<file path="src/rtl/sqkg_pkg.sv">
// Shared widths, constants and side-band types of the SPH quartic kernel and gradient core.
package sqkg_pkg;

   localparam int FRAC_W   = 28;
   localparam int DIST_W   = 32;
   localparam int DELTA_W  = 32;
   localparam int SCALE_W  = 48;
   localparam int OUT_W    = 64;
   localparam int Q_W      = 30;
   localparam int RAD_W    = DIST_W + FRAC_W;
   localparam int REM_W    = Q_W + 2;
   localparam int T2_W     = 31;
   localparam int T3_W     = 32;
   localparam int T4_W     = 34;
   localparam int P_W      = 38;
   localparam int M3_W     = 34;
   localparam int M4_W     = 36;
   localparam int NUM_W    = M3_W + FRAC_W;
   localparam int KSHIFT   = 20;
   localparam int GSHIFT   = 16;
   localparam int CSR_AW   = 4;
   localparam int CSR_DW   = 64;

   localparam logic [Q_W-1:0] HALF_Q28     = Q_W'(32'h0800_0000);
   localparam logic [Q_W-1:0] ONE_HALF_Q28 = Q_W'(32'h1800_0000);
   localparam logic [Q_W-1:0] TWO_HALF_Q28 = Q_W'(32'h2800_0000);

   localparam logic CSR_VALUE_SCALE    = 1'b0;
   localparam logic CSR_GRADIENT_SCALE = 1'b1;

   typedef struct packed {
      logic [DELTA_W-1:0] dz;
      logic [DELTA_W-1:0] dy;
      logic [DELTA_W-1:0] dx;
   } pair_side_type;

   typedef struct packed {
      pair_side_type     pair;
      logic [M4_W-1:0]   m4;
      logic              n4;
      logic              n3;
      logic              outside;
      logic              qzero;
   } div_side_type;

   typedef struct packed {
      pair_side_type     pair;
      logic [M4_W-1:0]   m4;
      logic              n4;
      logic              outside;
      logic              qzero;
   } fin_side_type;

endpackage

</file>
<file path="src/rtl/sqkg_mul_sat.sv">
// Three-stage split multiplier giving a shifted magnitude saturated to the signed 64-bit limit.
module sqkg_mul_sat import sqkg_pkg::*; #(
   parameter int AW    = 48,
   parameter int BW    = 36,
   parameter int SHIFT = 20,
   parameter int SW    = 1
) (
   input  logic              clock,
   input  logic              reset,
   input  logic              en,
   input  logic              up_valid,
   input  logic [AW-1:0]     up_a,
   input  logic [BW-1:0]     up_b,
   input  logic              up_neg,
   input  logic [SW-1:0]     up_side,
   output logic              dn_valid,
   output logic [OUT_W-1:0]  dn_mag,
   output logic              dn_neg,
   output logic [SW-1:0]     dn_side
);

   localparam int AL  = AW / 2;
   localparam int AH  = AW - AL;
   localparam int BL  = BW / 2;
   localparam int BH  = BW - BL;
   localparam int PW  = AW + BW;
   localparam int PSW = PW - SHIFT;

   logic [2:0]            valid_ff;
   logic [2:0]            neg_ff;
   logic [SW-1:0]         side1_ff, side2_ff, side3_ff;
   logic [AL+BL-1:0]      pll_ff, pll_in;
   logic [AL+BH-1:0]      plh_ff, plh_in;
   logic [AH+BL-1:0]      phl_ff, phl_in;
   logic [AH+BH-1:0]      phh_ff, phh_in;
   logic [PW-1:0]         prod_ff, prod_in;
   logic [OUT_W-1:0]      mag_ff, mag_in;
   logic [PSW-1:0]        shifted;
   logic [OUT_W-1:0]      lim;

   always_comb begin
      pll_in  = up_a[AL-1:0] * up_b[BL-1:0];
      plh_in  = up_a[AL-1:0] * up_b[BW-1:BL];
      phl_in  = up_a[AW-1:AL] * up_b[BL-1:0];
      phh_in  = up_a[AW-1:AL] * up_b[BW-1:BL];
      prod_in = (PW'(phh_ff) << (AL + BL)) + (PW'(phl_ff) << AL)
              + (PW'(plh_ff) << BL) + PW'(pll_ff);
      shifted = prod_ff[PW-1:SHIFT];
      lim     = neg_ff[1] ? {1'b1, {(OUT_W-1){1'b0}}} : {1'b0, {(OUT_W-1){1'b1}}};
      mag_in  = (shifted > PSW'(lim)) ? lim : OUT_W'(shifted);
   end

   always_ff @(posedge clock) begin
      if (reset) begin
         valid_ff <= '0;
      end else if (en) begin
         valid_ff <= {valid_ff[1:0], up_valid};
      end
      if (en) begin
         neg_ff   <= {neg_ff[1:0], up_neg};
         side1_ff <= up_side;
         side2_ff <= side1_ff;
         side3_ff <= side2_ff;
         pll_ff   <= pll_in;
         plh_ff   <= plh_in;
         phl_ff   <= phl_in;
         phh_ff   <= phh_in;
         prod_ff  <= prod_in;
         mag_ff   <= mag_in;
      end
   end

   assign dn_valid = valid_ff[2];
   assign dn_mag   = mag_ff;
   assign dn_neg   = neg_ff[2];
   assign dn_side  = side3_ff;

endmodule
</file>
<file path="config.mk">
export PLATFORM = sky130hd
export DESIGN_NAME = sqkg_mul_sat
export DESIGN_NICKNAME = d
export VERILOG_FILES = /design/src/rtl/sqkg_pkg.sv /design/src/rtl/sqkg_mul_sat.sv
export SDC_FILE = /design/constraint.sdc
export NUM_CORES = 2
export LEC_CHECK = 0
export ABC_CLOCK_PERIOD_IN_PS = 6900
export BUFFER_PORTS_ARGS = -buffer_cell sky130_fd_sc_hd__buf_2
export CELL_PAD_IN_SITES_DETAIL_PLACEMENT = 0
export CELL_PAD_IN_SITES_GLOBAL_PLACEMENT = 1
export CORE_ASPECT_RATIO = 0.8
export CORE_UTILIZATION = 45
export CTS_CLUSTER_DIAMETER = 60
export DETAILED_ROUTE_END_ITERATION = 16
export PLACE_DENSITY = 0.82
export SYNTH_ARGS = -nofsm -noshare
export SYNTH_HDL_FRONTEND = slang
export SYNTH_SLANG_ARGS = --single-unit
</file>
<file path="constraint.sdc">
create_clock -name clock -period 6.9 [get_ports clock]
set_input_delay 0 -clock clock [delete_from_list [all_inputs] [get_ports clock]]
set_output_delay 0 -clock clock [all_outputs]
set_load 0.02 [all_outputs]
</file>
==> flow_summary_export.csv <==
group,metric,value,unit
outcome,run_status,"complete, no violations",
synth,post_synth_main_area_contributors,"sky130_fd_sc_hd__fa_1, sky130_fd_sc_hd__edfxtp_1, sky130_fd_sc_hd__ha_1",
hold_path,worstHoldPathType,"in -> reg",
clocking,deepest_clock_path_buffer_count,3,
timing,setup_viol,0,
grt,first_global_vias,53255,
clocking,clkTransAtPathRegs,60,ps
worst_setup_path,critical_path_peak_fanout,17,
synth,synth_ff_type,"sky130_fd_sc_hd__edfxtp_1",
grt,grt_pass1_wl,301.1,mm
timing,min_period,6369,ps
timing,fin_tns_setup,0,ps
synth,synthesis.area,69680,sq um
timing,timing_hold_violations_final,0,
synth,synth_async_sr_flop_share,0,%
clocking,worst_skew_pair.late_latency,610,ps
worst_setup_path,worst_setup_path_end_kind,"flop",
finish,drive_gt1_share,6.239,%
timing,worst_clock_skew,74.40,ps
worst_setup_path,setup.worst_path.class,"in -> reg",
timing,rsz0062_at_grt,"no",
timing,tightest_slew,1071,ps
finish,finish.net_count,9748,
synth,synth_seq_area_share,12.33,%
grt,number_of_antenna_violations_at_the_first_check_in_global_routing,18,
floorplan,die_area,156400,sq um
hold_path,worst_hold_path.num_cells,1,
clocking,clkSinkCount,287,
place,post-dp-hpwl,155.2,mm
route,remaining_drc_errors,0,
synth,synth_top_cell_area_share,41.46,%
timing,relSlewSlack,28.36,%
route,wirelength,188.1,mm
synth,synth_area_per_cell,9.129,sq um
synth,synth.ff_latch_count,287,
floorplan,io-pin-count,157,
timing,report.final.slew_viol_count,0,
synth,syn_inst,7633,
synth,synth-edff-count,284,
floorplan,chipWidth,441.9,microns
route,routedWlPerCell,19.44,microns
job,maxCapViolCount,0,
grt,global_route_total_overflow,0,
floorplan,fp.dieH,354.0,microns
worst_setup_path,worst-r2r-cell-count,12,
synth,syn-num-nets,9749,
clocking,cts_buffers,38,
clocking,cts-root-buf,"sky130_fd_sc_hd__clkbuf_16",
place,number_of_buffers_added_on_ports,156,
floorplan,fp.coreArea,152900,sq um
route,detail_route.vias_per_cell,5.217,
timing,max_freq,157.0,MHz
worst_setup_path,critical_path_required,7250,ps
synth,synth.largest_area_cell,"sky130_fd_sc_hd__fa_1",
finish,layout.filler_cells,14192,
route,final_antenna_net_count,0,
finish,flow.area_growth_from_synthesis,7.303,%
route,tritonroute_pass_1_iters,7,
synth,yosys_warnings,0,
place,gpl_wtd_cong,0.9235,
synth,synth.lib_cells_used.distinct,77,
floorplan,initial_core_util,45.56,%
grt,grt_start_max_net_pins,146,
worst_setup_path,cp_data_arrival_time,6720,ps
clocking,cts_tree,"yes",
route,vias,50497,
floorplan,placementRows,128,
route,drt_iter0_markers,3363,
clocking,ctsResizeCount,0,
timing,final_min_period_over_clock_period,92.31,%
worst_setup_path,worst_setup_path_start_kind,"input pin",
grt,grt.total_usage,24.60,%
clocking,h_tree_levels,2,
critical path, stage by stage:
cell and delay, ps:
sky130_fd_sc_hd__buf_2 500, sky130_fd_sc_hd__buf_4 350, sky130_fd_sc_hd__nand2_1 110, sky130_fd_sc_hd__fa_1 560, sky130_fd_sc_hd__inv_1 50, sky130_fd_sc_hd__fa_1 470, sky130_fd_sc_hd__inv_1 50, sky130_fd_sc_hd__fa_1 500
sky130_fd_sc_hd__inv_1 60, sky130_fd_sc_hd__fa_1 500, sky130_fd_sc_hd__fa_1 500, sky130_fd_sc_hd__inv_1 50, sky130_fd_sc_hd__fa_1 470, sky130_fd_sc_hd__inv_1 40, sky130_fd_sc_hd__ha_1 330, sky130_fd_sc_hd__a21oi_1 270
sky130_fd_sc_hd__o22ai_1 120, sky130_fd_sc_hd__a211o_1 320, sky130_fd_sc_hd__a32oi_1 140, sky130_fd_sc_hd__o21ai_0 160, sky130_fd_sc_hd__a221oi_1 390, sky130_fd_sc_hd__o21ai_0 270, sky130_fd_sc_hd__o41ai_1 390, sky130_fd_sc_hd__xnor2_1 100
cell usage after synthesis, types with 107 or more instances:
library cell               count
sky130_fd_sc_hd__a21oi_1     184
sky130_fd_sc_hd__nor2_1      123
sky130_fd_sc_hd__and2_1      668
sky130_fd_sc_hd__nand3_1     161
sky130_fd_sc_hd__xnor2_1     128
sky130_fd_sc_hd__a21o_1      107
sky130_fd_sc_hd__nand2_1    1226
sky130_fd_sc_hd__clkbuf_1    423
sky130_fd_sc_hd__ha_1        583
sky130_fd_sc_hd__fa_1       1443
sky130_fd_sc_hd__edfxtp_1    284
sky130_fd_sc_hd__inv_1      1729
repair_timing:
item	4_1_cts	5_1_grt
buffers inserted	0	0
hold buffers	4	0
endpoints found under the hold margin	5	0
area by class of cell:
type	instances	area, sq um	share of cell area, %
timing repair buffer	391	2828	3.782
tap	2015	2521	3.372
sequential	287	8588	11.49
clock buffer	46	980.9	1.312
inverter	1729	6490	8.680
multi-input combinational	5185	53010	70.90
antenna	3	7.507	0.01004
clock inverter	23	341.6	0.4569
cell usage in the layout, fill, tap and decap left out, types with 6 or more instances in the layout:
| master | n |
|---|---|
| sky130_fd_sc_hd__a31oi_1 | 17 |
| sky130_fd_sc_hd__o31a_1 | 7 |
| sky130_fd_sc_hd__o21bai_1 | 17 |
| sky130_fd_sc_hd__xor2_1 | 56 |
| sky130_fd_sc_hd__nor2b_1 | 30 |
| sky130_fd_sc_hd__or2_2 | 7 |
| sky130_fd_sc_hd__nand2b_1 | 16 |
| sky130_fd_sc_hd__xnor2_1 | 128 |
| sky130_fd_sc_hd__a211o_1 | 6 |
| sky130_fd_sc_hd__clkinv_2 | 9 |
| sky130_fd_sc_hd__nand2_1 | 1225 |
| sky130_fd_sc_hd__nand3_1 | 161 |
| sky130_fd_sc_hd__nor4_1 | 8 |
| sky130_fd_sc_hd__buf_2 | 155 |
| sky130_fd_sc_hd__o21a_1 | 29 |
| sky130_fd_sc_hd__clkbuf_1 | 8 |
| sky130_fd_sc_hd__or3_1 | 9 |
| sky130_fd_sc_hd__a221oi_1 | 6 |
| sky130_fd_sc_hd__inv_1 | 1729 |
| sky130_fd_sc_hd__a21o_1 | 107 |
| sky130_fd_sc_hd__o211ai_1 | 6 |
| sky130_fd_sc_hd__a21oi_1 | 183 |
| sky130_fd_sc_hd__a211oi_1 | 14 |
| sky130_fd_sc_hd__ha_1 | 583 |
| sky130_fd_sc_hd__fa_1 | 1443 |
| sky130_fd_sc_hd__nand4_1 | 99 |
| sky130_fd_sc_hd__and3_1 | 28 |
| sky130_fd_sc_hd__buf_12 | 21 |
| sky130_fd_sc_hd__and2_1 | 667 |
| sky130_fd_sc_hd__nor3_1 | 21 |
| sky130_fd_sc_hd__buf_4 | 210 |
| sky130_fd_sc_hd__edfxtp_1 | 284 |
| sky130_fd_sc_hd__nor2_1 | 123 |
| sky130_fd_sc_hd__o21ai_1 | 6 |
| sky130_fd_sc_hd__clkbuf_16 | 38 |
| sky130_fd_sc_hd__o21ai_0 | 93 |
state kept, by name (all words and copies together) (netlist names):
name and count:
neg_ff 3, side2_ff 1, valid_ff 3, phl_ff 42, side1_ff 1, dn_side 1, dn_mag 64, prod_ff 64
pll_ff 24, plh_ff 42, phh_ff 42
metrics by stage:
step | utilization [%] | setup WS [ps] | cell area [sq um] | instances | hold slack, ps
floorplan | - | 681.7 | 69680 | 7633 | 72.38
global placement | 47.99 | 132.9 | 73400 | 9603 | 183.0
detailed placement | 47.99 | 45.48 | 73400 | 9603 | 181.5
CTS | 48.88 | 660.7 | 74760 | 9676 | 66.12
global route | 48.88 | 174.9 | 74770 | 9679 | 113.0
finish | 48.88 | 530.8 | 74770 | 9679 | 40.47
cells by family (layout without fill, tap and decap cells):
family / after synthesis / in the layout / share of synthesized area (%)
and+or+nand+nor: 2410 / 2410 / 16.51
buffers and inverters: 2161 / 2189 / 11.65
adders and majority gates: 2026 / 2026 / 51.93
AOI/OAI and AO/OA: 562 / 562 / 5.229
DFF: 287 / 287 / 12.33
xor gates and xnor gates: 184 / 184 / 2.313
muxes: 3 / 3 / 0.04310
other: 0 / 3 / 0
per-layer routing:
metal | share of wire, % | track usage, %
met3 | 12 | 9.029
met5 | 0.24 | 1.408
met4 | 2.4 | 6.042
met1 | 44 | 34.12
met2 | 42 | 36.24
path summary, 6_finish.rpt:
check                               start         end  slack (ps)
worst min-delay path                   en   dn_mag[3]          40
worst max-delay path              up_b[6]  pll_ff[41]         530
worst min register to register   side1_ff    side2_ff         420
worst max register to register  neg_ff[1]  dn_mag[32]        2130
Power is not shown: default switching activity piles up to over one toggle a cycle in this logic, so the estimate is an artifact.
