==> config.mk <==
export PLATFORM = sky130hd
export DESIGN_NAME = sqkg_div_cell
export DESIGN_NICKNAME = d
export VERILOG_FILES = /design/src/rtl/sqkg_pkg.sv /design/src/rtl/sqkg_div_cell.sv
export SDC_FILE = /design/constraint.sdc
export NUM_CORES = 1
export LEC_CHECK = 0
export ABC_AREA = 1
export CELL_PAD_IN_SITES_DETAIL_PLACEMENT = 0
export CELL_PAD_IN_SITES_GLOBAL_PLACEMENT = 1
export CORE_AREA = 5 5 202 204
export DETAILED_ROUTE_END_ITERATION = 7
export DIE_AREA = 0 0 207 209
export DONT_BUFFER_PORTS = 1
export GPL_ROUTABILITY_DRIVEN = 0
export GPL_TIMING_DRIVEN = 0
export PLACE_DENSITY = 0.53
export SYNTH_ARGS = -nofsm -noshare
export SYNTH_HDL_FRONTEND = slang
export SYNTH_SLANG_ARGS = --single-unit
==> constraint.sdc <==
create_clock -name clock -period 6.39 [get_ports clock]
set_input_delay 1.278 -clock clock [delete_from_list [all_inputs] [get_ports clock]]
set_output_delay 1.278 -clock clock [all_outputs]
set_load 0.005 [all_outputs]
==> src/rtl/sqkg_pkg.sv <==
// Shared widths, constants and side-band types of the SPH quartic kernel and gradient core.
package sqkg_pkg;

   localparam int FRAC_W   = 28;
   localparam int DIST_W   = 32;
   localparam int DELTA_W  = 32;
   localparam int SCALE_W  = 48;
   localparam int OUT_W    = 64;
   localparam int Q_W      = 30;
   localparam int RAD_W    = DIST_W + FRAC_W;
   localparam int REM_W    = Q_W + 2;
   localparam int T2_W     = 31;
   localparam int T3_W     = 32;
   localparam int T4_W     = 34;
   localparam int P_W      = 38;
   localparam int M3_W     = 34;
   localparam int M4_W     = 36;
   localparam int NUM_W    = M3_W + FRAC_W;
   localparam int KSHIFT   = 20;
   localparam int GSHIFT   = 16;
   localparam int CSR_AW   = 4;
   localparam int CSR_DW   = 64;

   localparam logic [Q_W-1:0] HALF_Q28     = Q_W'(32'h0800_0000);
   localparam logic [Q_W-1:0] ONE_HALF_Q28 = Q_W'(32'h1800_0000);
   localparam logic [Q_W-1:0] TWO_HALF_Q28 = Q_W'(32'h2800_0000);

   localparam logic CSR_VALUE_SCALE    = 1'b0;
   localparam logic CSR_GRADIENT_SCALE = 1'b1;

   typedef struct packed {
      logic [DELTA_W-1:0] dz;
      logic [DELTA_W-1:0] dy;
      logic [DELTA_W-1:0] dx;
   } pair_side_type;

   typedef struct packed {
      pair_side_type     pair;
      logic [M4_W-1:0]   m4;
      logic              n4;
      logic              n3;
      logic              outside;
      logic              qzero;
   } div_side_type;

   typedef struct packed {
      pair_side_type     pair;
      logic [M4_W-1:0]   m4;
      logic              n4;
      logic              outside;
      logic              qzero;
   } fin_side_type;

endpackage

==> src/rtl/sqkg_div_cell.sv <==
// One quotient bit of the pipelined restoring divider.
module sqkg_div_cell import sqkg_pkg::*; (
   input  logic                 clock,
   input  logic                 reset,
   input  logic                 en,
   input  logic                 up_valid,
   input  logic [Q_W-1:0]       up_rem,
   input  logic [NUM_W-1:0]     up_nq,
   input  logic [Q_W-1:0]       up_den,
   input  div_side_type         up_side,
   output logic                 dn_valid,
   output logic [Q_W-1:0]       dn_rem,
   output logic [NUM_W-1:0]     dn_nq,
   output logic [Q_W-1:0]       dn_den,
   output div_side_type         dn_side
);

   logic                 valid_ff;
   logic [Q_W-1:0]       rem_ff, rem_in;
   logic [NUM_W-1:0]     nq_ff, nq_in;
   logic [Q_W-1:0]       den_ff;
   div_side_type         side_ff;
   logic [Q_W:0]         cur;
   logic                 ge;

   always_comb begin
      cur    = {up_rem, up_nq[NUM_W-1]};
      ge     = cur >= (Q_W+1)'(up_den);
      rem_in = ge ? Q_W'(cur - (Q_W+1)'(up_den)) : Q_W'(cur);
      nq_in  = {up_nq[NUM_W-2:0], ge};
   end

   always_ff @(posedge clock) begin
      if (reset) begin
         valid_ff <= 1'b0;
      end else if (en) begin
         valid_ff <= up_valid;
      end
      if (en) begin
         rem_ff  <= rem_in;
         nq_ff   <= nq_in;
         den_ff  <= up_den;
         side_ff <= up_side;
      end
   end

   assign dn_valid = valid_ff;
   assign dn_rem   = rem_ff;
   assign dn_nq    = nq_ff;
   assign dn_den   = den_ff;
   assign dn_side  = side_ff;

endmodule

==> results.txt, run 1 <==
Core area -> 39100 um2
H-tree depth -> 1
Detailed Place HPWL -> 33500 um
Post_cts resized -> 0
Synth-to-layout area growth -> 14.9%
Worst setup SP type -> input port
Normalized max-slew margin -> 67.7%
Buffer depth of the longest clock path -> 3
Vias in the first global route -> 6536
Mux contribution to synthesized area -> 0.0933%
Synth Instances -> 877
Vias -> 6459
Die Height -> 209 um
Mapped Avg Cell Area -> 12.2 um2
Area after DPL -> 11400 um2
Synth Area in Compound Gates -> 1.08%
Unique cell type count in the Yosys netlist -> 30
Final Hold Viols -> 0
Post-synthesis net count -> 1170
Layout fillers -> 4048
Post-Place Worst Slack -> 2.85 ns
Grt ovf -> 0
Non-filler cells, final -> 1464
Hold_ws -> 0.544 ns
Worst EP required -> 6.68 ns
Clock Latency Late Sink -> 0.55 ns
Root Driver -> clkbuf_16
Postcts setup bufs -> 0
Final core occ -> 31.6%
Share of layout cells above drive strength 1 -> 6.77%
Yosys warns -> 0
Worst setup EP type -> flip-flop
Post-synthesis xor/xnor area fraction -> 1.06%
Syn Std Cell Area -> 10700 um2
Register area -> 7770 um2
Power Density -> 330 nW/um2
Pins Over Slew Limit -> 0
Multi-input combinational cell area -> 2350 um2
GRT Util Overall -> 17.7%
Worst hold path class -> reg -> reg
Post-route clock period utilization -> 45.6%
Status -> finished clean
Crit Path Max Fanout -> 10
Worst Max-Slew Pin Slew -> 0.484 ns
Yosys reg bits -> 259
Vias per cell -> 4.41
WP data arrival -> 3.21 ns
Simple-gate share of the synthesized area -> 15.9%
Max rail drop VDD -> 182 uV
DR iter-0 viols -> 394
CTS buffer count -> 29
Final net count -> 1201
DR WL/cell -> 27.7 um
Main combinational cell family by area after synthesis -> simple AND/OR/NAND/NOR gates
Initial Util -> 27.5%
Max Fclk -> 0.343 GHz
Antenna viol nets, final -> 0
Number of I/O port buffers -> 0
Final setup viols -> 0
Full die area -> 43300 um2
Initial antenna violation count -> 27
Post-layout instance area -> 12300 um2
Final WL -> 40600 um
Hold_buf cts -> 0
PnR worst setup slack -> 3.47 ns
Sequential area share after synthesis -> 72.4%
Post-Place Cells -> 1402
RSZ-0062 raised after global routing -> false
Die W -> 207 um
DRT Pass-1 Iters -> 4
CTS sink cnt -> 259
# rows -> 73
P_leak -> 5.05 nW
TNS Setup -> 0 ns
DRC Markers -> 0
Setup Crit Path Kind -> in -> reg
Max-Cap Viols -> 0
Global-route wire length before repair -> 54200 um
Largest net degree at the start of global routing -> 260
TritonCTS clock tree -> yes
Tot Pwr -> 4.07 mW
Clk_skew -> 0 ns
I/O pins -> 521
Post-synthesis adder-cell area fraction -> 3.68%
Crit path time final -> 2.92 ns
Worst-path clk slew -> 0.06 ns
==> synthesized netlist by cell type <==
cell	number	area, um2
nand2_1	259	972
edfxtp_1	258	7750
inv_1	147	552
nand3_1	73	365
nor2_1	38	143
ha_1	30	375
a21oi_1	14	70.1
xor2_1	12	105
nand4_1	6	37.5
buf_6	5	56.3
nand3b_1	5	37.5
and2_1	3	18.8
nand2_2	3	18.8
nand3_2	3	30.0
nor3_1	3	15.0
nor2_2	2	12.5
nor3_2	2	20.0
o21ai_0	2	10.0
a21boi_0	1	7.51
a31oi_4	1	21.3
and2_0	1	6.26
buf_2	1	5.00
buf_4	1	7.51
dfxtp_1	1	20.0
fa_1	1	20.0
mux2i_1	1	10.0
nand3_4	1	17.5
nor3_4	1	16.3
o21bai_1	1	7.51
xnor2_1	1	8.76
==> sequential cells by signal, summed over array words and instances (netlist names) <==
| name | flops |
|---|---|
| dn_side | 136 |
| dn_nq | 62 |
| dn_den | 30 |
| dn_rem | 30 |
| dn_valid | 1 |
==> cell families after synthesis <==
kind of cell             after synthesis
multiplexers                           1
XOR/XNOR                              13
flip-flops                           259
adder cells (fa/ha/maj)               31
AO/OA/AOI/OAI                         19
AND/OR/NAND/NOR                      400
buffers and inverters                154
==> power by group <==
group / total [mW] / switching [mW] / internal (mW)
Combinational: 0.291 / 0.194 / 0.0966
Clock: 1.61 / 0.690 / 0.920
Sequential: 2.17 / 0.116 / 2.05
Total: 4.07 / 0.999 / 3.07
==> final timing paths <==
kind / from / to / slack, ns / depth (start not counted)
max: up_den[13] / dn_rem[23] / 3.47 / 10
min: dn_valid / dn_valid / 0.54 / 2
max reg2reg: dn_valid / dn_valid / 5.78 / 2
min reg2reg: dn_valid / dn_valid / 0.54 / 2
==> layer usage <==
metal	wire length, um	global-route usage, %
met5	0	0
met4	1050	5.02
met3	3650	7.10
met2	21100	32.1
met1	14700	19.1
==> worst max-delay path: stages <==
cell and delay [ns]:
inv_1 0.03, ha_1 0.35, nand2_1 0.13, nor2_1 0.33, nand2_1 0.15, nor2_1 0.23
a31oi_4 0.24, buf_2 0.28, nand3_1 0.11, nand2_1 0.08
==> final cells by class <==
class / instances / area share (%)
plain buffers: 7 / 0.558
well taps: 525 / 5.32
multi-input cells: 464 / 19.0
clock buffers: 33 / 6.00
clock inverters: 21 / 1.50
diodes: 8 / 0.162
inverters: 147 / 4.47
flip-flops and latches: 259 / 63.0
==> cell usage in the layout, fill, tap and decap left out, types with 2 or more instances in the layout <==
| cell type | Yosys | final |
|---|---|---|
| buf_6 | 5 | 5 |
| ha_1 | 30 | 30 |
| clkinvlp_4 | 0 | 2 |
| bufinv_16 | 0 | 2 |
| nor3_2 | 2 | 2 |
| clkinv_1 | 0 | 7 |
| and2_1 | 3 | 3 |
| clkinv_4 | 0 | 6 |
| nand4_1 | 6 | 6 |
| nand2_1 | 259 | 259 |
| nand2_2 | 3 | 3 |
| nand3_1 | 73 | 73 |
| a21oi_1 | 14 | 14 |
| clkbuf_1 | 0 | 4 |
| o21ai_0 | 2 | 2 |
| diode_2 | 0 | 8 |
| inv_1 | 147 | 147 |
| clkbuf_16 | 0 | 29 |
| xor2_1 | 12 | 12 |
| nand3b_1 | 5 | 5 |
| nor2_2 | 2 | 2 |
| nor3_1 | 3 | 3 |
| nor2_1 | 38 | 38 |
| edfxtp_1 | 258 | 258 |
| nand3_2 | 3 | 3 |
| inv_6 | 0 | 3 |
Note: power is estimated with default switching activity, not from simulation.
==> run 2: changes to the inputs <==
--- a/config.mk
+++ b/config.mk
@@ -14,7 +14,7 @@
 export DONT_BUFFER_PORTS = 1
 export GPL_ROUTABILITY_DRIVEN = 0
 export GPL_TIMING_DRIVEN = 0
-export PLACE_DENSITY = 0.53
+export PLACE_DENSITY = 0.55
 export SYNTH_ARGS = -nofsm -noshare
 export SYNTH_HDL_FRONTEND = slang
 export SYNTH_SLANG_ARGS = --single-unit
==> constraint.sdc (replaced) <==
create_clock -name clock -period 2.5 [get_ports clock]
set_input_delay 0.5 -clock clock [delete_from_list [all_inputs] [get_ports clock]]
set_output_delay 0.5 -clock clock [all_outputs]
set_load 0.005 [all_outputs]
==> run 2 against run 1 <==
Net effect:
- clock-buffer cell count is 1 higher
- core utilization is 4.7 points higher
- global-route usage is 0.59 points higher
- worst setup slack worse by 3.2 ns
- combinational power grew to 3.4 times the previous value
- non-clock buffer count is 181 higher
- critical path depth stayed put
- critical path type unchanged
- register-to-register slack worse by 4.0 ns
- largest power group unchanged
==> results.txt, run 2 (synthesized netlist as in run 1, its figures left out) <==
GRT met2 Usage -> 34.0% (was 32.1%)
CTS sink cnt -> 259 (unchanged)
Hold_buf cts -> 115 (was 0)
Initial antenna violation count -> 16 (was 27)
Final net count -> 1382 (was 1201)
Number of I/O port buffers -> 0 (unchanged)
Max-Cap Viols -> 0 (unchanged)
Synth-to-layout area growth -> 32.0% (was 14.9%)
RSZ-0062 raised after global routing -> false (unchanged)
Share of layout cells above drive strength 1 -> 5.76% (was 6.77%)
Commonest non-fill, non-tap cell in the layout -> nand2_1 (unchanged)
Most frequent cells in the layout -> nand2_1 (259), edfxtp_1 (258), dlygate4sd3_1 (181), inv_1 (147), nand3_1 (73) (was nand2_1 (259), edfxtp_1 (258), inv_1 (147), nand3_1 (73), nor2_1 (38))
Vias -> 7193 (was 6459)
WP data arrival -> 2.50 ns (was 3.21 ns)
Final setup viols -> 0 (unchanged)
PnR worst setup slack -> 0.299 ns (was 3.47 ns)
# rows -> 73 (unchanged)
Worst path cell trace -> inv_1, ha_1, nand2_1, nor2_1, nand2_1, nor2_1, a31oi_4, buf_2, nand3_1, nand2_1 (unchanged)
Power Density -> 767 nW/um2 (was 330 nW/um2)
Clk_skew -> 0 ns (unchanged)
Crit Path Max Fanout -> 10 (unchanged)
Worst Max-Slew Pin Slew -> 0.913 ns (was 0.484 ns)
TNS Setup -> 0 ns (unchanged)
Initial Util -> 27.5% (unchanged)
GRT Util Overall -> 18.3% (was 17.7%)
CP delay by family, top -> simple AND/OR/NAND/NOR gates (unchanged)
Pins Over Slew Limit -> 0 (unchanged)
Post_cts resized -> 0 (unchanged)
Worst EP required -> 2.80 ns (was 6.68 ns)
Grt met3 use -> 8.29% (was 7.10%)
Non-filler cells, final -> 1639 (was 1464)
Post-Place Worst Slack -> -0.314 ns (was 2.85 ns)
Register area -> 7770 um2 (unchanged)
Die W -> 207 um (unchanged)
Worst setup EP type -> flip-flop (unchanged)
Global-route wire length before repair -> 56700 um (was 54200 um)
Max rail drop VDD -> 443 uV (was 182 uV)
Clock Latency Late Sink -> 0.55 ns (about the same)
Largest net degree at the start of global routing -> 260 (unchanged)
Hold_ws -> 0.0364 ns (was 0.544 ns)
Normalized max-slew margin -> 39.1% (was 67.7%)
Post-route clock period utilization -> 88.0%
Worst-path clk slew -> 0.06 ns (about the same)
Full die area -> 43300 um2 (unchanged)
Core area -> 39100 um2 (unchanged)
Final core occ -> 36.2% (was 31.6%)
Postcts setup bufs -> 0 (unchanged)
CTS buffer count -> 29 (unchanged)
Global route hottest layer -> met2 (unchanged)
TritonCTS clock tree -> yes (unchanged)
DR iter-0 viols -> 535 (was 394)
Vias per cell -> 4.39 (was 4.41)
Post-Place Cells -> 1402 (unchanged)
Crit path time final -> 2.20 ns
DRC Markers -> 0 (unchanged)
Antenna viol nets, final -> 0 (unchanged)
Crit path largest cell delay -> 0.38 ns (was 0.35 ns)
Grt ovf -> 0 (unchanged)
DRT Pass-1 Iters -> 5 (was 4)
H-tree depth -> 1 (unchanged)
Multi-input combinational cell area -> 2350 um2 (unchanged)
Worst path slowest cell -> nor2_1 (was ha_1)
Max Fclk -> 0.454 GHz
Die Height -> 209 um (unchanged)
Worst setup SP type -> input port (unchanged)
Number of flip-flops in the largest register -> 136 (unchanged)
CP Buf/Inv Count -> 2 (unchanged)
DR WL/cell -> 25.7 um (was 27.7 um)
Grt met1 use -> 19.0% (was 19.1%)
I/O pins -> 521 (unchanged)
Most frequent CP cell -> nand2_1 (unchanged)
Layout fillers -> 3943 (was 4048)
P_leak -> 5.81 nW (was 5.05 nW)
Setup Crit Path Kind -> in -> reg (unchanged)
Worst hold path class -> in -> reg (was reg -> reg)
Final WL -> 42200 um (was 40600 um)
Final Hold Viols -> 0 (unchanged)
Status -> finished clean (unchanged)
Root Driver -> clkbuf_16 (unchanged)
Vias in the first global route -> 7168 (was 6536)
Buffer depth of the longest clock path -> 3 (unchanged)
Detailed Place HPWL -> 34000 um (was 33500 um)
-- run 2: cell count changes in the layout (fill, tap and decap cells not counted) --
cell           change
bufinv_16          +2
clkbuf_1           +1
clkinv_1           -3
clkinv_2           +2
clkinv_4           -6
clkinvlp_4         +4
diode_2            -5
dlygate4sd3_1    +181
inv_6              -2
inv_8              +1
-- run 2: final timing paths --
kind                                  from         end  slack (ns)  cells past startpoint
worst max-delay path            up_den[14]  dn_rem[28]        0.30                     10
worst min-delay path            up_side[0]  dn_side[0]        0.04                      0
worst max register to register    dn_valid    dn_valid        1.76                      2
worst min register to register    dn_valid    dn_valid        0.64                      2
-- run 2: layer usage --
| layer | up-vias | wire length (um) |
|---|---|---|
| li1 | 3352 | - |
| met1 | 3413 | 14100 |
| met2 | 359 | 22600 |
| met3 | 67 | 4510 |
| met4 | 2 | 926 |
| met5 | - | 13 |
-- run 2: worst reg2reg max path, stage by stage, from the launching register on --
cell,delay [ns]
dfxtp_1,0.45
mux2i_1,0.11
nor2_1,0.11
-- run 2: where the power goes --
| part | internal, mW | total [mW] | switching, mW |
|---|---|---|---|
| logic | 0.436 | 0.990 | 0.554 |
| clock network | 2.55 | 4.32 | 1.77 |
| registers | 5.24 | 5.55 | 0.307 |
| total | 8.23 | 10.9 | 2.64 |
-- run 2: metrics by stage --
step / area (um2) / total power [mW]
final: 14200 / 10.9
after global routing: 14200 / 11.3
after CTS: 13500 / 10.9
after detailed placement: 11400 / 6.40
after global placement: 11400 / 6.40
after floorplan: 10700 / 6.00
-- run 2: layout make-up --
type | count | share of cell area [%]
antenna | 3 | 0.0530
buffer | 7 | 0.486
clock buffer | 34 | 5.25
clock inverter | 19 | 1.52
inverter | 147 | 3.89
multi-input combinational | 464 | 16.6
sequential | 259 | 54.8
tap | 525 | 4.64
timing repair buffer | 181 | 12.8
