**src/rtl/sqkg_pkg.sv**
```systemverilog
// Shared widths, constants and side-band types of the SPH quartic kernel and gradient core.
package sqkg_pkg;

   localparam int FRAC_W   = 28;
   localparam int DIST_W   = 32;
   localparam int DELTA_W  = 32;
   localparam int SCALE_W  = 48;
   localparam int OUT_W    = 64;
   localparam int Q_W      = 30;
   localparam int RAD_W    = DIST_W + FRAC_W;
   localparam int REM_W    = Q_W + 2;
   localparam int T2_W     = 31;
   localparam int T3_W     = 32;
   localparam int T4_W     = 34;
   localparam int P_W      = 38;
   localparam int M3_W     = 34;
   localparam int M4_W     = 36;
   localparam int NUM_W    = M3_W + FRAC_W;
   localparam int KSHIFT   = 20;
   localparam int GSHIFT   = 16;
   localparam int CSR_AW   = 4;
   localparam int CSR_DW   = 64;

   localparam logic [Q_W-1:0] HALF_Q28     = Q_W'(32'h0800_0000);
   localparam logic [Q_W-1:0] ONE_HALF_Q28 = Q_W'(32'h1800_0000);
   localparam logic [Q_W-1:0] TWO_HALF_Q28 = Q_W'(32'h2800_0000);

   localparam logic CSR_VALUE_SCALE    = 1'b0;
   localparam logic CSR_GRADIENT_SCALE = 1'b1;

   typedef struct packed {
      logic [DELTA_W-1:0] dz;
      logic [DELTA_W-1:0] dy;
      logic [DELTA_W-1:0] dx;
   } pair_side_type;

   typedef struct packed {
      pair_side_type     pair;
      logic [M4_W-1:0]   m4;
      logic              n4;
      logic              n3;
      logic              outside;
      logic              qzero;
   } div_side_type;

   typedef struct packed {
      pair_side_type     pair;
      logic [M4_W-1:0]   m4;
      logic              n4;
      logic              outside;
      logic              qzero;
   } fin_side_type;

endpackage

```
**src/rtl/sqkg_sqrt_cell.sv**
```systemverilog
// One bit of the pipelined integer square root, two radicand bits per cell.
module sqkg_sqrt_cell import sqkg_pkg::*; (
   input  logic                 clock,
   input  logic                 reset,
   input  logic                 en,
   input  logic                 up_valid,
   input  logic [REM_W-1:0]     up_rem,
   input  logic [Q_W-1:0]       up_root,
   input  logic [RAD_W-1:0]     up_rad,
   input  pair_side_type        up_side,
   output logic                 dn_valid,
   output logic [REM_W-1:0]     dn_rem,
   output logic [Q_W-1:0]       dn_root,
   output logic [RAD_W-1:0]     dn_rad,
   output pair_side_type        dn_side
);

   logic                 valid_ff;
   logic [REM_W-1:0]     rem_ff, rem_in;
   logic [Q_W-1:0]       root_ff, root_in;
   logic [RAD_W-1:0]     rad_ff, rad_in;
   pair_side_type        side_ff;
   logic [REM_W+1:0]     cur;
   logic [REM_W+1:0]     trial;
   logic                 ge;

   always_comb begin
      cur     = {up_rem, up_rad[RAD_W-1 -: 2]};
      trial   = (REM_W+2)'({up_root, 2'b01});
      ge      = cur >= trial;
      rem_in  = ge ? REM_W'(cur - trial) : REM_W'(cur);
      root_in = {up_root[Q_W-2:0], ge};
      rad_in  = {up_rad[RAD_W-3:0], 2'b00};
   end

   always_ff @(posedge clock) begin
      if (reset) begin
         valid_ff <= 1'b0;
      end else if (en) begin
         valid_ff <= up_valid;
      end
      if (en) begin
         rem_ff  <= rem_in;
         root_ff <= root_in;
         rad_ff  <= rad_in;
         side_ff <= up_side;
      end
   end

   assign dn_valid = valid_ff;
   assign dn_rem   = rem_ff;
   assign dn_root  = root_ff;
   assign dn_rad   = rad_ff;
   assign dn_side  = side_ff;

endmodule

```
**config.mk**
```make
export PLATFORM = sky130hd
export DESIGN_NAME = sqkg_sqrt_cell
export DESIGN_NICKNAME = d
export VERILOG_FILES = /design/src/rtl/sqkg_pkg.sv /design/src/rtl/sqkg_sqrt_cell.sv
export SDC_FILE = /design/constraint.sdc
export NUM_CORES = 1
export LEC_CHECK = 0
export BUFFER_PORTS_ARGS = -buffer_cell sky130_fd_sc_hd__buf_2
export CAP_MARGIN = 20
export CORE_AREA = 4 4 168 170
export DETAILED_ROUTE_END_ITERATION = 16
export DIE_AREA = 0 0 172 174
export PLACE_DENSITY_LB_ADDON = 0.12
export SYNTH_ARGS = -nofsm -noshare
export SYNTH_HDL_FRONTEND = slang
export SYNTH_SLANG_ARGS = --single-unit
```
**constraint.sdc**
```tcl
create_clock -name clock -period 9.1 [get_ports clock]
set_input_delay 1.365 -clock clock [delete_from_list [all_inputs] [get_ports clock]]
set_output_delay 1.365 -clock clock [all_outputs]
set_load 0.005 [all_outputs]
```
==> impl_metrics.prom, run 1 <==
# TYPE chip_impl_metric gauge
chip_impl_info{name="crit_family",value="compound AO/OA/AOI/OAI gates"} 1
chip_impl_metric{name="die_h",unit="um"} 174
chip_impl_metric{name="grt_pass1_vias",unit=""} 6233
chip_impl_info{name="reg_to_reg_endpoint",value="dn_valid$_SDFFE_PP0P_"} 1
chip_impl_info{name="crit_end",value="dn_rem[18]$_DFFE_PP_"} 1
chip_impl_metric{name="mappedNetlistArea",unit="um^2"} 8830
chip_impl_info{name="rsz0062_at_grt",value="no"} 1
chip_impl_metric{name="vdd.ir_drop.worst",unit="mV"} 0.171
chip_impl_metric{name="ff2ff_setup_slack",unit="ns"} 8.50
chip_impl_metric{name="io-pin-count",unit=""} 441
chip_impl_metric{name="cts.repair_timing.setup_buffer_count",unit=""} 0
chip_impl_metric{name="clockBufferDepth",unit=""} 3
chip_impl_metric{name="routed_length_per_placed_instance",unit="um"} 19.7
chip_impl_metric{name="cells_on_worst_reg2reg_path",unit=""} 2
chip_impl_metric{name="detailedPlacementHpwl",unit="um"} 21600
chip_impl_metric{name="die_w",unit="um"} 172
chip_impl_metric{name="post_cts_hold_fix_bufs",unit=""} 0
chip_impl_metric{name="numClockSinks",unit=""} 217
chip_impl_metric{name="number_of_violations_of_the_max_capacitance_limit",unit=""} 0
chip_impl_metric{name="finish.net_count",unit=""} 1261
chip_impl_metric{name="finalHoldViolCount",unit=""} 0
chip_impl_metric{name="timing.final.max_slew_violations",unit=""} 0
chip_impl_metric{name="placed_cells_incl_taps",unit=""} 1321
chip_impl_metric{name="fin_hold_ws",unit="ns"} 0.511
chip_impl_metric{name="path_buf_inv",unit=""} 2
chip_impl_metric{name="clock_skew",unit="ns"} 0
chip_impl_metric{name="avg_cell_area_syn",unit="um^2"} 16.0
chip_impl_metric{name="synth.yosys.seq_area_share",unit="%"} 73.6
chip_impl_metric{name="place.port_buffers",unit=""} 438
chip_impl_metric{name="grt_overflow",unit=""} 0
chip_impl_metric{name="achievable-frequency",unit="GHz"} 0.237
chip_impl_metric{name="drt_iter0_markers",unit=""} 312
chip_impl_metric{name="finalCritPeriodShare",unit="%"} 46.4
chip_impl_metric{name="wl",unit="um"} 27100
chip_impl_metric{name="drive_gt1_share",unit="%"} 49.6
chip_impl_metric{name="syn2layout_area_growth",unit="%"} 38.9
chip_impl_info{name="final_cell_mix",value="437 x buf_2, 216 x edfxtp_1, 40 x inv_1, 32 x ha_1, 28 x mux2_2"} 1
chip_impl_metric{name="timing.critical_path.slowest_cell_delay",unit="ns"} 0.50
chip_impl_metric{name="area_of_the_core_region",unit="um^2"} 26700
chip_impl_metric{name="grt_max_degree",unit=""} 86
chip_impl_metric{name="die_area",unit="um^2"} 29900
chip_impl_metric{name="antenna_found_initial",unit=""} 6
chip_impl_metric{name="crit_required",unit="ns"} 9.38
chip_impl_metric{name="timing.final.crit_period",unit="ns"} 4.22
chip_impl_metric{name="floorplan.initialDensity",unit="%"} 33.1
chip_impl_info{name="cts_tree",value="done"} 1
chip_impl_metric{name="via_count",unit=""} 6258
chip_impl_metric{name="core.rowCount",unit=""} 60
chip_impl_info{name="crit_path_cell_trace",value="buf_2, ha_1, nor2b_1, o2111ai_1, nand4_1, a31oi_1, o211ai_1, a21o_1, a21oi_4, buf_4, mux2_2"} 1
chip_impl_info{name="kind_of_end_point_of_the_critical_path",value="register"} 1
chip_impl_metric{name="final_cells",unit=""} 1373
chip_impl_metric{name="post_synth_arst_share",unit="%"} 0
chip_impl_info{name="ys.flop_type",value="edfxtp_1"} 1
chip_impl_metric{name="worst_skew_pair.late_latency",unit="ns"} 0.52
chip_impl_metric{name="tightest_slew",unit="ns"} 1.08
chip_impl_metric{name="cts_made_buffers",unit=""} 25
chip_impl_metric{name="slew-limit-headroom",unit="%"} 28.2
chip_impl_metric{name="synth_enable_flop_cells",unit=""} 216
chip_impl_metric{name="syn_inst",unit=""} 552
chip_impl_metric{name="grt_pass1_wl",unit="um"} 38400
chip_impl_info{name="timing.setup.critical_path_class",value="primary input to register"} 1
chip_impl_metric{name="drt_pre_antenna_iters",unit=""} 4
chip_impl_metric{name="setup-tns-final",unit="ns"} 0
chip_impl_info{name="reg2reg_from",value="dn_valid$_SDFFE_PP0P_"} 1
chip_impl_metric{name="drc_errors",unit=""} 0
chip_impl_info{name="crit_path_top_delay_cell",value="a21oi_4"} 1
chip_impl_info{name="clock_tree.root_cell",value="clkbuf_16"} 1
chip_impl_metric{name="synth.lib_cells_used.distinct",unit=""} 52
chip_impl_metric{name="yosys_warnings",unit=""} 0
chip_impl_info{name="cp-start-kind",value="primary input"} 1
chip_impl_metric{name="gp_congestion",unit=""} 0.829
chip_impl_metric{name="ant_nets",unit=""} 0
chip_impl_info{name="launching_element_of_the_worst_setup_path",value="up_rem[0]"} 1
chip_impl_metric{name="clock_transition_at_the_registers_of_the_reported_paths",unit="ns"} 0.06
chip_impl_metric{name="setup_viol_count_final",unit=""} 0
chip_impl_metric{name="cellPowerDensity",unit="nW/um^2"} 213
chip_impl_metric{name="total_power",unit="mW"} 2.61
chip_impl_metric{name="grt_use_total",unit="%"} 16.9
chip_impl_metric{name="synth_seq_cells",unit=""} 217
chip_impl_metric{name="cts_htree_levels",unit=""} 1
chip_impl_metric{name="route.detailed.vias_per_inst",unit=""} 4.56
chip_impl_metric{name="p_leak",unit="nW"} 5.34
chip_impl_metric{name="timing.critical_path.fanout_max",unit=""} 18
chip_impl_info{name="class_of_the_tightest_hold_or_removal_check",value="register to register"} 1
chip_impl_metric{name="critPathArrivalTime",unit="ns"} 4.50
chip_impl_info{name="status",value="completed"} 1
chip_impl_info{name="layout.cells.most_common",value="buf_2"} 1
chip_impl_metric{name="path_depth",unit=""} 11
chip_impl_metric{name="cts-resized-gates",unit=""} 0
chip_impl_metric{name="nFillCells",unit=""} 2490
[worst reg2reg max path, delay by kind of cell (launching register included)]
family | cells | cell delay [ns]
muxes | 1 | 0.12
and+or+nand+nor | 1 | 0.06
DFF | 1 | 0.30
[synth_stat cells (2+ instances only)]
master	count	area share (%)
a31oi_1	3	0.21
o221a_2	2	0.25
nor4_1	3	0.21
o21ai_1	4	0.23
nor2b_1	4	0.28
and3_1	5	0.35
or3_1	4	0.28
o21ai_0	18	1.0
a2111oi_0	2	0.20
o2111ai_1	2	0.20
mux2_2	28	3.6
xnor2_1	18	1.8
nand3b_1	2	0.17
o21bai_1	4	0.34
o21a_1	4	0.34
clkbuf_1	7	0.30
a211o_1	2	0.20
mux2i_1	3	0.34
nand4_1	7	0.50
ha_1	32	4.5
and2_1	3	0.21
and2_0	2	0.14
xor2_1	8	0.79
nor2_1	25	1.1
nand2_1	18	0.76
o211ai_1	3	0.25
inv_1	40	1.7
a211oi_1	3	0.25
buf_6	2	0.25
a221o_1	2	0.23
buf_4	5	0.42
a21o_1	11	0.93
a21oi_1	27	1.5
nand2b_1	2	0.14
edfxtp_1	216	73
nand3_1	8	0.45
nor3_1	8	0.45
[per-stage QoR]
step / util (%) / cell area, um^2 / worst slack, ns
after floorplan: - / 8840 / 5.24
final: 45.9 / 12300 / 4.88
after global routing: 45.9 / 12300 / 4.67
after detailed placement: 42.7 / 11400 / 4.38
after CTS: 45.9 / 12300 / 4.93
after global placement: 42.7 / 11400 / 4.40
[metal layers]
layer | GRT usage [%] | wire, um | vias up
met5 | 0 | 13 | -
met4 | 4.65 | 580 | 2
met3 | 5.78 | 2510 | 31
met1 | 18.2 | 9470 | 2948
li1 | - | - | 3024
met2 | 31.3 | 14500 | 253
[sequential cells by signal, summed over array words and instances (netlist names)]
register	cells
dn_rad	58
dn_valid	1
dn_side	96
dn_root	30
dn_rem	32
[worst min path at each step]
stage / start / end / slack [ns] / cells past startpoint
detailed placement: dn_valid$_SDFFE_PP0P_ / dn_valid$_SDFFE_PP0P_ / 0.48 / 2
finish: dn_valid$_SDFFE_PP0P_ / dn_valid$_SDFFE_PP0P_ / 0.51 / 2
floorplan: dn_valid$_SDFFE_PP0P_ / dn_valid$_SDFFE_PP0P_ / 0.48 / 2
CTS: dn_valid$_SDFFE_PP0P_ / dn_valid$_SDFFE_PP0P_ / 0.51 / 2
global route: dn_valid$_SDFFE_PP0P_ / dn_valid$_SDFFE_PP0P_ / 0.56 / 2
global placement: dn_valid$_SDFFE_PP0P_ / dn_valid$_SDFFE_PP0P_ / 0.48 / 2
[power breakdown]
group / switching (mW) / internal, mW
combinational: 0.188 / 0.171
clock: 0.405 / 0.620
sequential: 0.0189 / 1.21
[layout make-up]
class	count	area (um^2)	area share, %
Multi-Input combinational cell	282	2100	17.1
Clock inverter	18	206	1.68
Inverter	40	150	1.22
Tap cell	341	427	3.48
Antenna cell	6	15.0	0.122
Sequential cell	217	6510	53.0
Clock buffer	28	637	5.19
Timing Repair Buffer	441	2220	18.1
[cells by family after synthesis]
family | synth area share, %
other | 0.0424
xor gates and xnor gates | 2.58
muxes | 3.91
AOI/OAI and AO/OA | 7.34
and+or+nand+nor | 5.28
buffers and inverters | 2.68
adders and majority gates | 4.53
DFF | 73.6
(Power assumes the default switching activity.)
==> run 2: changes to the inputs <==
Clock period 9.1 ns to 4.35 ns, I/O delays scaled along.
==> impl_metrics.prom, run 2 (synthesized netlist as in run 1, its figures left out) <==
# TYPE chip_impl_metric gauge
chip_impl_metric{name="cts_htree_levels",unit=""} 1
chip_impl_metric{name="slew-limit-headroom",unit="%"} 41.3
chip_impl_metric{name="cellPowerDensity",unit="nW/um^2"} 447
chip_impl_metric{name="clock_transition_at_the_registers_of_the_reported_paths",unit="ns"} 0.06
chip_impl_metric{name="place.port_buffers",unit=""} 438
chip_impl_metric{name="die_h",unit="um"} 174
chip_impl_metric{name="critPathArrivalTime",unit="ns"} 3.37
chip_impl_info{name="class_of_the_tightest_hold_or_removal_check",value="primary input to register"} 1
chip_impl_metric{name="detailedPlacementHpwl",unit="um"} 21500
chip_impl_metric{name="timing.final.crit_period",unit="ns"} 3.11
chip_impl_info{name="crit_family",value="compound AO/OA/AOI/OAI gates"} 1
chip_impl_metric{name="core.rowCount",unit=""} 60
chip_impl_metric{name="cts-resized-gates",unit=""} 0
chip_impl_metric{name="cts.repair_timing.setup_buffer_count",unit=""} 0
chip_impl_metric{name="numClockSinks",unit=""} 217
chip_impl_metric{name="ff2ff_setup_slack",unit="ns"} 3.77
chip_impl_metric{name="antenna_cells_inserted",unit=""} 0
chip_impl_info{name="reg2reg_from",value="dn_valid$_SDFFE_PP0P_"} 1
chip_impl_metric{name="routed_length_per_placed_instance",unit="um"} 19.9
chip_impl_metric{name="gp_congestion",unit=""} 0.829
chip_impl_metric{name="fin_hold_ws",unit="ns"} 0.289
chip_impl_metric{name="timing.final.max_slew_violations",unit=""} 0
chip_impl_metric{name="timing.critical_path.fanout_max",unit=""} 19
chip_impl_info{name="kind_of_end_point_of_the_critical_path",value="register"} 1
chip_impl_metric{name="finalHoldViolCount",unit=""} 0
chip_impl_metric{name="ant_nets",unit=""} 0
chip_impl_info{name="layout.cells.most_common",value="buf_2"} 1
chip_impl_metric{name="number_of_flip_flops_under_the_largest_register_name",unit=""} 96
chip_impl_metric{name="nFillCells",unit=""} 2516
chip_impl_metric{name="die_area",unit="um^2"} 29900
chip_impl_metric{name="total_power",unit="mW"} 5.50
chip_impl_metric{name="area_of_the_core_region",unit="um^2"} 26700
chip_impl_metric{name="setup_viol_count_final",unit=""} 0
chip_impl_metric{name="vdd.ir_drop.worst",unit="mV"} 0.227
chip_impl_metric{name="drt_pre_antenna_iters",unit=""} 4
chip_impl_metric{name="grt_pass1_wl",unit="um"} 39100
chip_impl_info{name="hold_path_startpoint",value="reset"} 1
chip_impl_metric{name="drc_errors",unit=""} 0
chip_impl_info{name="final_cell_mix",value="437 x buf_2, 216 x edfxtp_1, 40 x inv_1, 32 x ha_1, 28 x mux2_2"} 1
chip_impl_metric{name="route.detailed.vias_per_inst",unit=""} 4.61
chip_impl_metric{name="clock_skew",unit="ns"} 0
chip_impl_metric{name="wl",unit="um"} 27200
chip_impl_metric{name="io-pin-count",unit=""} 441
chip_impl_metric{name="path_buf_inv",unit=""} 2
chip_impl_info{name="rsz0062_at_grt",value="no"} 1
chip_impl_info{name="cts_tree",value="done"} 1
chip_impl_metric{name="finish.net_count",unit=""} 1263
chip_impl_info{name="crit_path_top_delay_cell",value="a31oi_1"} 1
chip_impl_info{name="crit_path_cell_trace",value="buf_2, ha_1, nor2b_1, o2111ai_1, nand4_1, a31oi_1, o211ai_1, a21o_1, a21oi_4, buf_4, mux2_2"} 1
chip_impl_metric{name="setup-tns-final",unit="ns"} 0
chip_impl_metric{name="crit_required",unit="ns"} 4.61
chip_impl_metric{name="drt_iter0_markers",unit=""} 311
chip_impl_metric{name="achievable-frequency",unit="GHz"} 0.322
chip_impl_metric{name="clockBufferDepth",unit=""} 3
chip_impl_info{name="clock_tree.root_cell",value="clkbuf_16"} 1
chip_impl_metric{name="post_cts_hold_fix_bufs",unit=""} 0
chip_impl_info{name="cp-start-kind",value="primary input"} 1
chip_impl_metric{name="tightest_slew",unit="ns"} 0.881
chip_impl_metric{name="drive_gt1_share",unit="%"} 49.7
chip_impl_info{name="launching_element_of_the_worst_setup_path",value="up_rem[0]"} 1
chip_impl_metric{name="grt_overflow",unit=""} 0
chip_impl_metric{name="cts_made_buffers",unit=""} 26
chip_impl_metric{name="grt_max_degree",unit=""} 109
chip_impl_metric{name="via_count",unit=""} 6303
chip_impl_metric{name="floorplan.initialDensity",unit="%"} 33.1
chip_impl_metric{name="antenna_found_initial",unit=""} 0
chip_impl_metric{name="syn2layout_area_growth",unit="%"} 39.3
chip_impl_metric{name="finalCritPeriodShare",unit="%"} 71.5
chip_impl_metric{name="number_of_violations_of_the_max_capacitance_limit",unit=""} 0
chip_impl_metric{name="grt_use_total",unit="%"} 17.0
chip_impl_info{name="timing.setup.critical_path_class",value="primary input to register"} 1
chip_impl_info{name="status",value="completed"} 1
chip_impl_metric{name="p_leak",unit="nW"} 5.37
chip_impl_metric{name="worst_skew_pair.late_latency",unit="ns"} 0.51
chip_impl_metric{name="timing.critical_path.slowest_cell_delay",unit="ns"} 0.39
chip_impl_metric{name="die_w",unit="um"} 172
chip_impl_metric{name="grt_pass1_vias",unit=""} 6339
[run 2: area by class of cell]
type | count | area, um^2 | share of cell area (%)
flip-flops and latches | 217 | 6510 | 52.9
repair buffers | 442 | 2260 | 18.3
multi-input cells | 282 | 2100 | 17.1
clock buffers | 33 | 698 | 5.67
well taps | 341 | 427 | 3.47
clock inverters | 13 | 161 | 1.31
inverters | 40 | 150 | 1.22
[run 2: report_power, final]
part / leakage [nW] / internal (mW) / switching, mW
Sequential: 2.12 / 2.53 / 0.0431
Clock: 0.418 / 1.36 / 0.817
Combinational: 2.83 / 0.361 / 0.389
Total: 5.37 / 4.25 / 1.25
[run 2: per-stage QoR]
stage	cells	util, %	setup WS (ns)	instance area, um^2
finish	1368	46.0	1.24	12300
detailed placement	1322	42.8	0.765	11400
CTS	1368	46.0	1.30	12300
floorplan	553	-	1.20	8840
global route	1368	46.0	1.06	12300
global placement	1322	42.8	0.852	11400
[run 2: worst paths after layout]
| kind | depth (start not counted) | end |
|---|---|---|
| setup / recovery | 11 | dn_rem[16]$_DFFE_PP_ |
| hold / removal | 2 | dn_valid$_SDFFE_PP0P_ |
| setup reg to reg | 2 | dn_valid$_SDFFE_PP0P_ |
| hold reg to reg | 2 | dn_valid$_SDFFE_PP0P_ |
[run 2: routing by layer]
| layer | vias up | track usage [%] | share of wire (%) |
|---|---|---|---|
| met5 | - | 0 | 0 |
| li1 | 3018 | - | - |
| met4 | 0 | 3.05 | 1.5 |
| met1 | 2999 | 19.0 | 36 |
| met3 | 36 | 4.80 | 8.3 |
| met2 | 250 | 32.2 | 54 |
==> run 3: changes to the inputs <==
Settings changed: ABC_AREA set to 1, CORE_AREA 4 4 168 170 to 4 4 171 173, DIE_AREA 0 0 172 174 to 0 0 175 177.
Clock period 4.35 ns to 2.8 ns, I/O delays scaled along.
==> impl_metrics.prom, run 3 <==
# TYPE chip_impl_metric gauge
chip_impl_info{name="status",value="completed"} 1
chip_impl_metric{name="syn2layout_area_growth",unit="%"} 36.5
chip_impl_info{name="cts_tree",value="done"} 1
chip_impl_metric{name="synth_largest_type_area_fraction",unit="%"} 66.7
chip_impl_metric{name="yosys_warnings",unit=""} 0
chip_impl_metric{name="post-route-cell-area",unit="um^2"} 13300
chip_impl_metric{name="route.detailed.vias_per_inst",unit=""} 4.35
chip_impl_info{name="synthTopCellsByCount",value="273 x nand2_1, 216 x edfxtp_1, 144 x inv_1, 55 x nand3_1, 32 x ha_1"} 1
chip_impl_metric{name="io-pin-count",unit=""} 441
chip_impl_metric{name="wl_met1",unit="um"} 11800
chip_impl_metric{name="syn_inst",unit=""} 868
chip_impl_metric{name="wl",unit="um"} 31100
chip_impl_metric{name="cts_htree_levels",unit=""} 1
chip_impl_metric{name="whs_path_depth",unit=""} 1
chip_impl_metric{name="clockBufferDepth",unit=""} 3
chip_impl_info{name="clock_tree.root_cell",value="clkbuf_16"} 1
chip_impl_metric{name="ant_nets",unit=""} 0
chip_impl_metric{name="gp_congestion",unit=""} 0.913
chip_impl_metric{name="final.setup.worst_slack",unit="ns"} 0.748
chip_impl_metric{name="grt_pass1_wl",unit="um"} 45300
chip_impl_metric{name="number_of_violations_of_the_max_capacitance_limit",unit=""} 0
chip_impl_metric{name="nFillCells",unit=""} 2674
chip_impl_metric{name="finish.net_count",unit=""} 1582
chip_impl_info{name="rsz0062_at_grt",value="no"} 1
chip_impl_metric{name="timing.final.max_slew_violations",unit=""} 0
chip_impl_metric{name="floorplan.initialDensity",unit="%"} 35.2
chip_impl_metric{name="finalHoldViolCount",unit=""} 0
chip_impl_metric{name="internal_power",unit="mW"} 6.52
chip_impl_metric{name="detailedPlacementHpwl",unit="um"} 25400
chip_impl_metric{name="cellPowerDensity",unit="nW/um^2"} 647
chip_impl_metric{name="clock_skew",unit="ns"} 0
chip_impl_metric{name="die_w",unit="um"} 175
chip_impl_metric{name="post_cts_hold_fix_bufs",unit=""} 0
chip_impl_metric{name="die_h",unit="um"} 177
chip_impl_info{name="kind_of_end_point_of_the_critical_path",value="register"} 1
chip_impl_metric{name="vdd.ir_drop.worst",unit="mV"} 0.421
chip_impl_info{name="cp-start-kind",value="primary input"} 1
chip_impl_metric{name="synth.lib_cells_used.distinct",unit=""} 34
chip_impl_metric{name="avg_cell_area_syn",unit="um^2"} 11.2
chip_impl_metric{name="synth_enable_flop_cells",unit=""} 216
chip_impl_metric{name="clock_power_share",unit="%"} 38.8
chip_impl_metric{name="grt_use_total",unit="%"} 19.2
chip_impl_metric{name="crit_required",unit="ns"} 3.06
chip_impl_metric{name="ff2ff_setup_slack",unit="ns"} 2.23
chip_impl_info{name="layout.cells.most_common",value="buf_2"} 1
chip_impl_metric{name="mappedNetlistArea",unit="um^2"} 9730
chip_impl_info{name="timing.setup.critical_path_class",value="primary input to register"} 1
chip_impl_metric{name="grt_max_degree",unit=""} 70
chip_impl_metric{name="post_synth_arst_share",unit="%"} 0
chip_impl_info{name="ys.flop_type",value="edfxtp_1"} 1
chip_impl_metric{name="cells_on_worst_reg2reg_path",unit=""} 2
chip_impl_metric{name="met3_length",unit="um"} 2240
chip_impl_metric{name="achievable-frequency",unit="GHz"} 0.487
chip_impl_metric{name="synth.yosys.seq_area_share",unit="%"} 66.9
chip_impl_metric{name="synth_seq_cells",unit=""} 217
chip_impl_metric{name="place.port_buffers",unit=""} 438
chip_impl_metric{name="timing.final.crit_period",unit="ns"} 2.05
chip_impl_metric{name="antenna_found_initial",unit=""} 8
chip_impl_info{name="reg_to_reg_endpoint",value="dn_valid$_SDFFE_PP0P_"} 1
chip_impl_metric{name="setup-tns-final",unit="ns"} 0
chip_impl_metric{name="comb_power_share",unit="%"} 14.8
chip_impl_info{name="final_cell_mix",value="437 x buf_2, 273 x nand2_1, 216 x edfxtp_1, 144 x inv_1, 55 x nand3_1"} 1
chip_impl_info{name="reg2reg_from",value="dn_valid$_SDFFE_PP0P_"} 1
chip_impl_metric{name="worst_skew_pair.late_latency",unit="ns"} 0.50
chip_impl_metric{name="number_of_flip_flops_under_the_largest_register_name",unit=""} 96
chip_impl_metric{name="cts_made_buffers",unit=""} 25
chip_impl_metric{name="via_count",unit=""} 7523
chip_impl_metric{name="drt_pre_antenna_iters",unit=""} 5
chip_impl_info{name="yosysTopAreaCell",value="edfxtp_1"} 1
chip_impl_info{name="synth.most_common_cell",value="nand2_1"} 1
chip_impl_metric{name="cts.repair_timing.setup_buffer_count",unit=""} 0
chip_impl_metric{name="core.rowCount",unit=""} 61
chip_impl_info{name="top_layer_used",value="met4"} 1
chip_impl_metric{name="grt_overflow",unit=""} 0
chip_impl_metric{name="grt_pass1_vias",unit=""} 7599
chip_impl_metric{name="timing.critical_path.fanout_max",unit=""} 34
chip_impl_metric{name="numClockSinks",unit=""} 217
chip_impl_info{name="synth.area.top_cells",value="edfxtp_1 67%, nand2_1 11%, inv_1 5.6%, ha_1 4.1%, nand3_1 2.8%"} 1
chip_impl_metric{name="p_leak",unit="nW"} 6.48
chip_impl_metric{name="area_of_the_core_region",unit="um^2"} 27600
chip_impl_metric{name="seq_power_share",unit="%"} 46.4
chip_impl_info{name="class_of_the_tightest_hold_or_removal_check",value="primary input to register"} 1
chip_impl_metric{name="postPlaceCellArea",unit="um^2"} 12400
chip_impl_metric{name="die_area",unit="um^2"} 31000
chip_impl_metric{name="finalCritPeriodShare",unit="%"} 73.3
chip_impl_info{name="hold_path_startpoint",value="up_side[38]"} 1
chip_impl_metric{name="routed_length_per_placed_instance",unit="um"} 18.0
chip_impl_metric{name="met2_wirelength",unit="um"} 16600
chip_impl_metric{name="drc_errors",unit=""} 0
chip_impl_metric{name="clock_transition_at_the_registers_of_the_reported_paths",unit="ns"} 0.06
chip_impl_metric{name="total_switching_power",unit="mW"} 2.06
chip_impl_metric{name="swShare",unit="%"} 24.0
chip_impl_metric{name="drive_gt1_share",unit="%"} 38.7
chip_impl_metric{name="cts-resized-gates",unit=""} 0
chip_impl_info{name="hold_end",value="dn_side[38]$_DFFE_PP_"} 1
chip_impl_metric{name="setup_viol_count_final",unit=""} 0
chip_impl_metric{name="drt_iter0_markers",unit=""} 411
chip_impl_metric{name="critPathArrivalTime",unit="ns"} 2.31
chip_impl_metric{name="placement_stage_worst_setup_slack",unit="ns"} 0.218
==> run 3: changes by cell type in the layout (fill, tap and decap cells not counted), moves of 8 or more <==
cell      delta
nand2_1    +255
inv_1      +104
nand3_1     +47
mux2_2      -28
xnor2_1     -18
o21ai_0     -17
nand3_2     +16
a21o_1      -10
nand3b_1     +9
nor2_2       +9
a21oi_1      -8
diode_2      +8
==> run 3: critical path: stages <==
cell	delay (ns)
buf_2	0.10
inv_1	0.05
ha_1	0.34
nand2_1	0.12
nor2_1	0.29
nand2_1	0.09
inv_1	0.07
nand2_1	0.08
nand2_1	0.13
nand2_4	0.17
nand2_8	0.29
o21ai_0	0.12
==> run 3: final cells by class <==
cell class / instances / area (um^2) / area share [%]
antenna: 8 / 20.0 / 0.151
clock buffer: 26 / 629 / 4.74
clock inverter: 18 / 219 / 1.65
inverter: 149 / 559 / 4.21
multi-input combinational: 491 / 2570 / 19.4
sequential: 217 / 6510 / 49.0
tap: 378 / 473 / 3.56
timing repair buffer: 444 / 2300 / 17.3
==> run 3: kinds of logic (layout without fill, tap and decap cells) <==
family	Yosys count	after routing	share of synthesized area [%]
other	1	10	0.0386
DFF	217	217	66.9
xor gates and xnor gates	13	13	1.17
muxes	1	1	0.103
buffers and inverters	161	637	6.70
and+or+nand+nor	419	419	19.6
AOI/OAI and AO/OA	24	24	1.43
adders and majority gates	32	32	4.12
==> run 3: how the worst max path moves through the flow <==
stage | from | slack [ns] | to | cells past startpoint
global route | up_root[0] | 0.53 | dn_rem[1]$_DFFE_PP_ | 12
global placement | up_rem[2] | 0.25 | dn_rem[28]$_DFFE_PP_ | 14
CTS | up_root[3] | 0.78 | dn_rem[23]$_DFFE_PP_ | 15
detailed placement | up_rem[3] | 0.22 | dn_rem[15]$_DFFE_PP_ | 14
floorplan | up_root[23] | 0.78 | dn_rem[25]$_DFFE_PP_ | 15
finish | up_root[10] | 0.75 | dn_rem[1]$_DFFE_PP_ | 12
==> run 3: power by group through the flow <==
stage          Clock, mW  Combinational [mW]  Sequential (mW)
6_report            3.34                1.27             3.98
3_5_place_dp           0                1.29             4.05
5_1_grt             3.59                1.43             4.01
3_3_place_gp           0                1.28             4.04
4_1_cts             3.44                1.29             3.99
2_1_floorplan          0               0.524             4.10
==> run 3: layer usage <==
metal	vias up	global-route usage, %
met5	-	0
met4	0	4.98
met3	31	4.74
met2	259	35.8
met1	3452	22.0
li1	3781	-
==> run 3: metrics by stage <==
stage               hold WS, ns  util [%]  power (mW)  std cells
floorplan                 0.485         -        4.63        869
global placement          0.470      44.9        5.33       1679
detailed placement        0.481      44.9        5.34       1679
CTS                      0.0484      48.0        8.72       1723
global route             0.0498      48.1        9.02       1731
finish                   0.0750      48.1        8.58       1731
